==> src/sv/ktbl_pkg.sv <==
package ktbl_pkg;

    localparam int KEY_W      = 8;
    localparam int TOKEN_W    = 16;
    localparam int TIME_W     = 48;
    localparam int FRAC_W     = 32;
    localparam int LEVEL_W    = TOKEN_W + FRAC_W;
    localparam int RATE_W     = 32;
    localparam int APB_DATA_W = 32;
    localparam int APB_ADDR_W = 4;

    localparam logic                ENABLE_RESET   = 1'b0;
    localparam logic [TOKEN_W-1:0]  CAPACITY_RESET = 16'd100;
    localparam logic [RATE_W-1:0]   RATE_RESET     = 32'd42950;

    // Register index, taken from paddr word bits
    typedef enum logic [1:0] {
        REG_ENABLE   = 2'd0,
        REG_CAPACITY = 2'd1,
        REG_RATE     = 2'd2
    } reg_idx_t;

    typedef struct packed {
        logic                enabled;
        logic [TOKEN_W-1:0]  capacity;
        logic [RATE_W-1:0]   rate;
    } cfg_t;

    // One bucket entry: 16.32 token level and time of last refill
    typedef struct packed {
        logic [LEVEL_W-1:0] level;
        logic [TIME_W-1:0]  stamp;
    } entry_t;

    typedef struct packed {
        logic   hit;
        entry_t entry;
    } mem_rd_t;

    typedef struct packed {
        logic   en;
        entry_t entry;
    } mem_wr_t;

endpackage

==> src/sv/ktbl_cfg.sv <==
module ktbl_cfg import ktbl_pkg::*;
(
    input  logic                  clk,
    input  logic                  rst_n,
    input  logic                  psel,
    input  logic                  penable,
    input  logic                  pwrite,
    input  logic [APB_ADDR_W-1:0] paddr,
    input  logic [APB_DATA_W-1:0] pwdata,
    output logic [APB_DATA_W-1:0] prdata,
    output logic                  pready,
    output cfg_t                  cfg
);

    cfg_t cfg_reg;
    cfg_t cfg_next;
    logic wr_hit;
    logic [1:0] word_idx;

    assign pready   = 1'b1;
    assign wr_hit   = psel && penable && pwrite;
    assign word_idx = paddr[3:2];
    assign cfg      = cfg_reg;

    always_comb
    begin
        cfg_next = cfg_reg;
        if (wr_hit)
        begin
            case (word_idx)
                REG_ENABLE:   cfg_next.enabled  = pwdata[0];
                REG_CAPACITY: cfg_next.capacity = pwdata[TOKEN_W-1:0];
                REG_RATE:     cfg_next.rate     = pwdata[RATE_W-1:0];
                default:      cfg_next = cfg_reg;
            endcase
        end
    end

    always_comb
    begin
        case (word_idx)
            REG_ENABLE:   prdata = {{(APB_DATA_W-1){1'b0}}, cfg_reg.enabled};
            REG_CAPACITY: prdata = {{(APB_DATA_W-TOKEN_W){1'b0}}, cfg_reg.capacity};
            REG_RATE:     prdata = cfg_reg.rate;
            default:      prdata = '0;
        endcase
    end

    always_ff @(posedge clk or negedge rst_n)
    begin
        if (!rst_n)
        begin
            cfg_reg.enabled  <= ENABLE_RESET;
            cfg_reg.capacity <= CAPACITY_RESET;
            cfg_reg.rate     <= RATE_RESET;
        end
        else
        begin
            cfg_reg <= cfg_next;
        end
    end

endmodule

==> config.mk <==
export PLATFORM = sky130hd
export DESIGN_NAME = ktbl_cfg
export DESIGN_NICKNAME = d
export VERILOG_FILES = /design/src/sv/ktbl_pkg.sv /design/src/sv/ktbl_cfg.sv
export SDC_FILE = /design/constraint.sdc
export NUM_CORES = 1
export LEC_CHECK = 0
export ABC_CLOCK_PERIOD_IN_PS = 1480
export BUFFER_PORTS_ARGS = -buffer_cell sky130_fd_sc_hd__buf_2
export CAP_MARGIN = 25
export CORE_MARGIN = 2
export CORE_UTILIZATION = 40
export DETAILED_ROUTE_END_ITERATION = 8
export PLACE_DENSITY = 0.8
export SETUP_SLACK_MARGIN = 0.3
export SLEW_MARGIN = 40
export SYNTH_ARGS = -nofsm -noshare
export SYNTH_HDL_FRONTEND = slang
export SYNTH_SLANG_ARGS = --single-unit
export TNS_END_PERCENT = 100
==> constraint.sdc <==
create_clock -name clk -period 1.48 [get_ports clk]
set_input_delay 0.148 -clock clk [delete_from_list [all_inputs] [get_ports clk]]
set_output_delay 0.148 -clock clk [all_outputs]
set_load 0.005 [all_outputs]
---- After elaboration in Yosys (flattened, before gate mapping) ----
Cells that the tools add are included.
word-level totals
  register bits after elaboration ......... 49
  bits in latches ......................... 0
  bits in writable memories ............... 0
  memory bits (read-only) ................. 0
  input port bits ......................... 41
  output and inout bits ................... 82
  logic and storage cells ................. 12
  memories ................................ 0
cells by class
  $add $sub $neg .......................... 0
  $mul .................................... 0
  div/mod/pow operators ................... 0
  magnitude comparators ................... 0
  equal/unequal tests ..................... 2
  shift operators ......................... 0
  multiplexer cells ....................... 1
  bitwise operators ....................... 0
  reductions and logical operators ........ 6
operators by type and width
  operator                                                               number
  32-bit one-hot mux with 3 select lines                                 1
  2-bit AND reduction                                                    3
  2-bit by 1-bit equality test with 1-bit output, second input constant  1
  2-bit equality test, second input constant                             1
  1-bit logical AND                                                      2
  2-bit logical NOT                                                      1

---- Logic depth before layout (Yosys ltp) ----
Gate-level depths: netlist of run 1.
  depth in word-level cells ............... 3
  depth in mapped cells ................... 4
  gate-level depth less buffers ........... 3

---- Worst setup path after synthesis of run 1 ----
OpenSTA, ideal clock, no wires.
  kind .................................... input port to flip-flop
  start point ............................. input pwrite
  end point ............................... register cfg_reg (netlist bit cfg[32])
  library setup time ...................... 0.125 ns
  arrival time ............................ 1.132 ns
  data required time ...................... 1.355 ns
  slack ................................... 0.223 ns
  stages on the path ...................... 4
  buffers on the path ..................... 1
  cell sequence ........................... nand3_2 nor3b_4 buf_8 mux2_2
on the way
  word-level cells in the longest chain between the ends .. 2
ends and longest elaborated chain
  element                               line            RTL
  start, declared                       ktbl_cfg.sv:7   input logic pwrite,
  1-bit logical AND                     ktbl_cfg.sv:21  assign wr_hit = psel && penable && pwrite;
  2-bit AND reduction (no source line)  --
  end signal, assigned                  ktbl_cfg.sv:59  cfg_reg <= cfg_next;
  end, declared                         ktbl_cfg.sv:15  cfg_t cfg_reg;
Every way passes these cells.
A chain may end at the register's enable or synchronous reset.

---- Worst setup path after layout of run 1 ----
  start point ............................. register cfg_reg (netlist bit cfg[15])
  end point ............................... output prdata[15]
on the way
  word-level cells in the longest chain between the ends .. 1
ends and longest elaborated chain
  element                                 line            RTL
  32-bit one-hot mux with 3 select lines  ktbl_cfg.sv:41  case (word_idx)
  end, declared                           ktbl_cfg.sv:10  output logic [APB_DATA_W-1:0] prdata,
Every way passes these cells.

==> metrics.md, run 1 <==
| Metric | Value |
|---|---|
| Status | `completed` |
| Drt pass-1 iters | `3` |
| GP Congestion | `0.733` |
| FMAX | `814 MHz` |
| Total negative setup slack | `0 ns` |
| Final wirelength | `5290 um` |
| IO Port Bufs | `119` |
| Critical Path Fanout Max | `3` |
| Synth Warn # | `0` |
| Post-route DRC | `0` |
| CTS Root Buffer Type | `clkbuf_8` |
| Largest register FFs | `49` |
| Hold crit path type | `input pin to register` |
| Final max-slew violation count | `0` |
| Clock share of power | `0.195` |
| Clk_skew | `0 ns` |
| Final setup violation count | `0` |
| Startpoint types | `register` |
| DRT antenna net count | `0` |
| Kind of critical path | `register to output pin` |
| Drt wl/cell | `15.2 um` |
| Tcrit/Tclk final | `0.830` |
| Worst Reg-to-Reg Cells | `2` |
| Worst-Skew Late Latency | `0.28 ns` |
| Initial antenna violation count | `0` |
| TritonCTS Buffers | `5` |
| Congestion Overflow GR | `0` |
| Worst-case clock buffer depth | `2` |
| Share of the synthesized area in the top cell type | `0.423` |
| Most frequent cells in the layout | `buf_2 (117), mux2_2 (47), dfrtp_1 (37)` |
| Final #Nets | `319` |
| Most common cell after layout, fill and taps aside | `buf_2` |
| Share of cells above drive strength 1 | `0.713` |
| IO Count | `123` |
| Tmin final | `1.23 ns` |
| Cell variety after synth | `20` |
| Seq cells post-synth | `49` |
| CP required | `1.33 ns` |
| Detailed placement HPWL | `3500 um` |
| FF-to-FF Start | `cfg[32]$_DFFE_PN0P_` |
| HP Start | `pwdata[24]` |
| Mapped cell area | `2190 um^2` |
| Internal Power | `2.71 mW` |
| Core Region | `5200 um^2` |
| DR vias | `1,711` |
| Max Cap Viol | `0` |
| Post-Synthesis Cells | `148` |
| Synth top area cells | `dfrtp_1 (42%), mux2_2 (24%), dfstp_2 (14%)` |
| Mapped Avg Cell Area | `14.8 um^2` |
| Hold Path Depth | `2` |
| Worst setup EP type | `output pin` |
| Vias in the first global route | `1,662` |
| Syn nets | `189` |
| Clk pin slew, worst setup/hold paths | `0.08 ns` |
| Comb power frac | `0.287` |
| Sw Pwr | `1.01 mW` |
| Leading area contributor after synthesis | `dfrtp_1` |
| Sink Count | `49` |
| Initial core utilization | `0.420` |
| Starting DRT DRC Count | `40` |
| Die span in x | `78.0 um` |
| Die ar. | `6080 um^2` |
| Reg-to-reg endpoint | `cfg[32]$_DFFE_PN0P_` |
| R2R Setup Slk | `0.57 ns` |
| Fin. Hold Viols | `0` |
| H-Tree Depth | `2` |
| TritonCTS clock tree | `done` |
| Hold path endpoint | `cfg[24]$_DFFE_PN0P_` |
| Antenna cells | `0` |
| Pwr Total | `3.73 mW` |
| Post-synthesis sequential area ratio | `0.567` |
| P_leak | `1.56 nW` |
| Sequential Power Share | `0.517` |
| DR vias/cell | `4.90` |
| Die Y | `78.0 um` |
| Largest net degree at the start of global routing | `50` |
| RSZ-0062 raised after global routing | `yes` |
| Maximum vdd drop | `0.630 mV` |
| Area Overhead vs Synth | `39.2%` |
| Switch share | `0.272` |
| Row count | `26` |
| Crit path DAT | `1.08 ns` |
| PwrDens | `1220 nW/um^2` |
| First-pass GRT wire length | `8140 um` |
| Total global-route track usage | `0.171` |
## power by group through the flow
stage / registers, mW / clock network, mW / logic, mW
5_1_grt: 1.98 / 0.815 / 1.17
2_1_floorplan: 1.96 / 0 / 0.415
3_3_place_gp: 1.93 / 0 / 0.970
4_1_cts: 1.93 / 0.761 / 1.03
3_5_place_dp: 1.95 / 0 / 1.00
6_report: 1.93 / 0.728 / 1.07
## cell type report
type,count,area [um^2]
Tap cell,70,87.6
Timing Repair Buffer,130,734
Fill cell,459,2160
Sequential cell,49,1240
Clock buffer,8,80.1
Multi-Input combinational cell,92,902
## routing by layer
layer | vias to the layer above | share of wire | global-route usage
li1 | 798 | - | -
met1 | 843 | 0.40 | 0.193
met2 | 63 | 0.53 | 0.315
met3 | 7 | 0.061 | 0.0395
met4 | 0 | 0.011 | 0.0596
met5 | - | 0 | 0
## kinds of logic (layout without fill, tap and decap cells)
family,Yosys count,count (layout),share of synthesized area
other,1,1,0.00171
AOI/OAI and AO/OA,16,16,0.0623
and+or+nand+nor,23,25,0.0783
DFF,49,49,0.567
buffers and inverters,9,138,0.0337
muxes,50,50,0.257
## worst max-delay path: stages, from the launching register on
cell and delay (ns):
dfstp_2 0.55, a22o_1 0.13, buf_2 0.10
## cell usage after synthesis
cell and number:
mux2_2 47, dfrtp_1 37, and2_1 16, a22o_1 15, dfstp_2 12, buf_6 3, buf_2 2, clkbuf_1 2
mux2_1 2, nor3b_4 2, and2b_2 1, buf_4 1, buf_8 1, conb_1 1, mux2i_1 1, nand2_1 1
nand3_2 1, nor2b_1 1, nor3_1 1, o21ai_0 1
## metrics by stage
| stage | hold slack, ns | std cells | setup WS [ns] | utilization | cell area, um^2 |
|---|---|---|---|---|---|
| 6_report | 0.0770 | 349 | 0.252 | 0.585 | 3050 |
| 5_1_grt | 0.0689 | 349 | 0.204 | 0.585 | 3050 |
| 4_1_cts | 0.0659 | 344 | 0.239 | 0.574 | 2990 |
| 3_5_place_dp | 0.155 | 332 | 0.0843 | 0.552 | 2870 |
| 3_3_place_gp | 0.150 | 332 | 0.111 | 0.552 | 2870 |
| 2_1_floorplan | -0.148 | 148 | 0.286 | - | 2200 |
## what timing repair did
| action | 4_1_cts | 5_1_grt |
|---|---|---|
| hold buffers | 1 | 0 |
| endpoints found under the setup margin | 32 | 29 |
| hold endpoints to repair | 37 | 0 |
| pin swaps | 0 | 11 |
| gates cloned | 1 | 1 |
| resized for setup | 3 | 7 |
| setup buffers | 2 | 4 |
## worst max-delay path by stage
stage / start / endpoint / slack (ns) / cells past startpoint
floorplan: pwrite / cfg[32]$_DFFE_PN0P_ / 0.29 / 4
global placement: paddr[2] / prdata[12] / 0.11 / 4
detailed placement: paddr[2] / prdata[5] / 0.08 / 4
CTS: cfg[15]$_DFFE_PN1P_ / prdata[15] / 0.24 / 2
global route: cfg[15]$_DFFE_PN1P_ / prdata[15] / 0.20 / 2
finish: cfg[15]$_DFFE_PN1P_ / prdata[15] / 0.25 / 2
(Power assumes the default switching activity.)
==> inputs of run 2 (changes only) <==
- ABC_CLOCK_PERIOD_IN_PS: 1480 -> 1150
- clock period: 1.48 -> 1.15 ns (I/O delays scaled with it)
==> metrics.md, run 2 (synthesis gave the netlist of run 1 again) <==
| Metric | Value |
|---|---|
| Post-route DRC | `0` |
| Tcrit/Tclk final | `1.07` |
| Crit path buf inv count | `1` |
| Congestion Overflow GR | `0` |
| Drt wl/cell | `17.9 um` |
| Number of fill cells | `331` |
| Largest net degree at the start of global routing | `50` |
| Share of cells above drive strength 1 | `0.782` |
| Kind of critical path | `register to output pin` |
| Total negative setup slack | `-0.664 ns` |
| Crit path cell chain | `a22o_1 -> buf_2` |
| DRT antenna net count | `0` |
| TritonCTS clock tree | `done` |
| Vias in the first global route | `2,018` |
| Final #Nets | `365` |
| Most common cell after layout, fill and taps aside | `buf_2` |
| Fin worst setup slack | `-0.0839 ns` |
| Initial antenna violation count | `0` |
| Die Y | `78.0 um` |
| FMAX | `810 MHz` |
| Detailed placement HPWL | `3710 um` |
| Starting DRT DRC Count | `62` |
| RSZ-0062 raised after global routing | `yes` |
| Crit path depth | `2` |
| Reg-to-reg endpoint | `cfg[35]$_DFFE_PN0P_` |
| Sink Count | `49` |
| Row count | `26` |
| Placed Instance Area | `3030 um^2` |
| Finished Core Util | `0.761` |
| Area Overhead vs Synth | `80.9%` |
| GP Congestion | `0.710` |
| IO Count | `123` |
| FF-to-FF Start | `cfg[35]$_DFFE_PN0P_` |
| Clk pin slew, worst setup/hold paths | `0.09 ns` |
| Drt pass-1 iters | `4` |
| DR vias | `1,954` |
| Core Region | `5200 um^2` |
| P_leak | `2.04 nW` |
| TritonCTS Buffers | `5` |
| Slowest CP cell | `dfstp_2` |
| CP peak stage delay | `0.57 ns` |
| Total global-route track usage | `0.214` |
| Maximum vdd drop | `0.885 mV` |
| H-Tree Depth | `2` |
| Crit path from | `cfg[10]$_DFFE_PN1P_` |
| Die span in x | `78.0 um` |
| Worst-Skew Late Latency | `0.29 ns` |
| Largest register FFs | `49` |
| Final setup violation count | `14` |
| PwrDens | `1560 nW/um^2` |
| Pwr Total | `6.19 mW` |
| Worst Reg-to-Reg Cells | `3` |
| Most frequent cells in the layout | `buf_2 (97), buf_6 (53), mux2_4 (48)` |
| CP required | `1.03 ns` |
| DR vias/cell | `4.95` |
| Kind of cell adding the most delay to the critical path | `flip-flops` |
| Fin. Hold Viols | `0` |
| Initial core utilization | `0.420` |
| CTS Root Buffer Type | `clkbuf_8` |
| Hold crit path type | `input pin to register` |
| Status | `finished with violations` |
| Clk_skew | `0 ns` |
| First-pass GRT wire length | `10,200 um` |
| Startpoint types | `register` |
| Final max-slew violation count | `0` |
| R2R Setup Slk | `0.08 ns` |
| Crit path DAT | `1.12 ns` |
| Die ar. | `6080 um^2` |
| Failing checks | `setup timing` |
| Antenna cells | `0` |
| Critical Path End | `prdata[10]` |
| Final wirelength | `7060 um` |
| Cell area after layout | `3960 um^2` |
| IO Port Bufs | `119` |
| Final Hold Slack | `0.0525 ns` |
| Worst-case clock buffer depth | `2` |
| Tmin final | `1.23 ns` |
| Critical Path Fanout Max | `3` |
| Max Cap Viol | `0` |
| Hold Path Depth | `2` |
| Worst setup EP type | `output pin` |
run 2: layout make-up:
class / instances / area, um^2 / share of cell area
Clock buffer: 5 / 68.8 / 0.0174
Clock inverter: 3 / 46.3 / 0.0117
Multi-Input combinational cell: 91 / 1080 / 0.274
Sequential cell: 49 / 1240 / 0.314
Tap cell: 70 / 87.6 / 0.0221
Timing Repair Buffer: 177 / 1430 / 0.361
run 2: where the power goes:
part           leakage [nW]  total [mW]  internal, mW  switching [mW]
Clock                0.0543        1.23         0.651           0.574
Combinational          1.40        2.42          1.68           0.739
Sequential            0.580        2.54          2.20           0.344
Total                  2.04        6.19          4.53            1.66
run 2: layer usage:
metal  vias to the layer above  share of wire  track usage  wire length [um]
met2                        72           0.54        0.381              3810
li1                        881              -            -                 -
met3                        13          0.039       0.0337               275
met4                         0          0.016       0.0579               115
met1                       988           0.40        0.271              2860
met5                         -              0            0                 0
run 2: how the worst min path moves through the flow:
stage | startpoint | endpoint | slack, ns
2_1_floorplan | rst_n | cfg[0]$_DFFE_PN0P_ | -0.18
3_3_place_gp | rst_n | cfg[40]$_DFFE_PN0P_ | 0.12
3_5_place_dp | rst_n | cfg[40]$_DFFE_PN0P_ | 0.12
4_1_cts | pwdata[17] | cfg[17]$_DFFE_PN0P_ | 0.04
5_1_grt | pwdata[19] | cfg[19]$_DFFE_PN0P_ | 0.04
6_report | pwdata[25] | cfg[25]$_DFFE_PN0P_ | 0.05
run 2: stage by stage:
stage | setup WS (ns) | std cells
floorplan | -0.00471 | 148
global placement | -0.120 | 334
detailed placement | -0.150 | 334
CTS | -0.0684 | 379
global route | -0.117 | 395
finish | -0.0839 | 395
run 2: timing repair:
action                                 in CTS  in global routing
hold buffers                                1                  0
endpoints found under the hold margin      37                  0
pin swaps                                   4                  4
setup endpoints to repair                 125                130
gates resized for setup                    59                 25
buffers inserted                           31                 16
gates cloned                                5                  0
run 2: worst reg2reg max path, delay by kind of cell, from the launching register on:
kind / cells / cell delay (ns)
flip-flops: 1 / 0.43
multiplexers: 1 / 0.27
buffers and inverters: 2 / 0.25
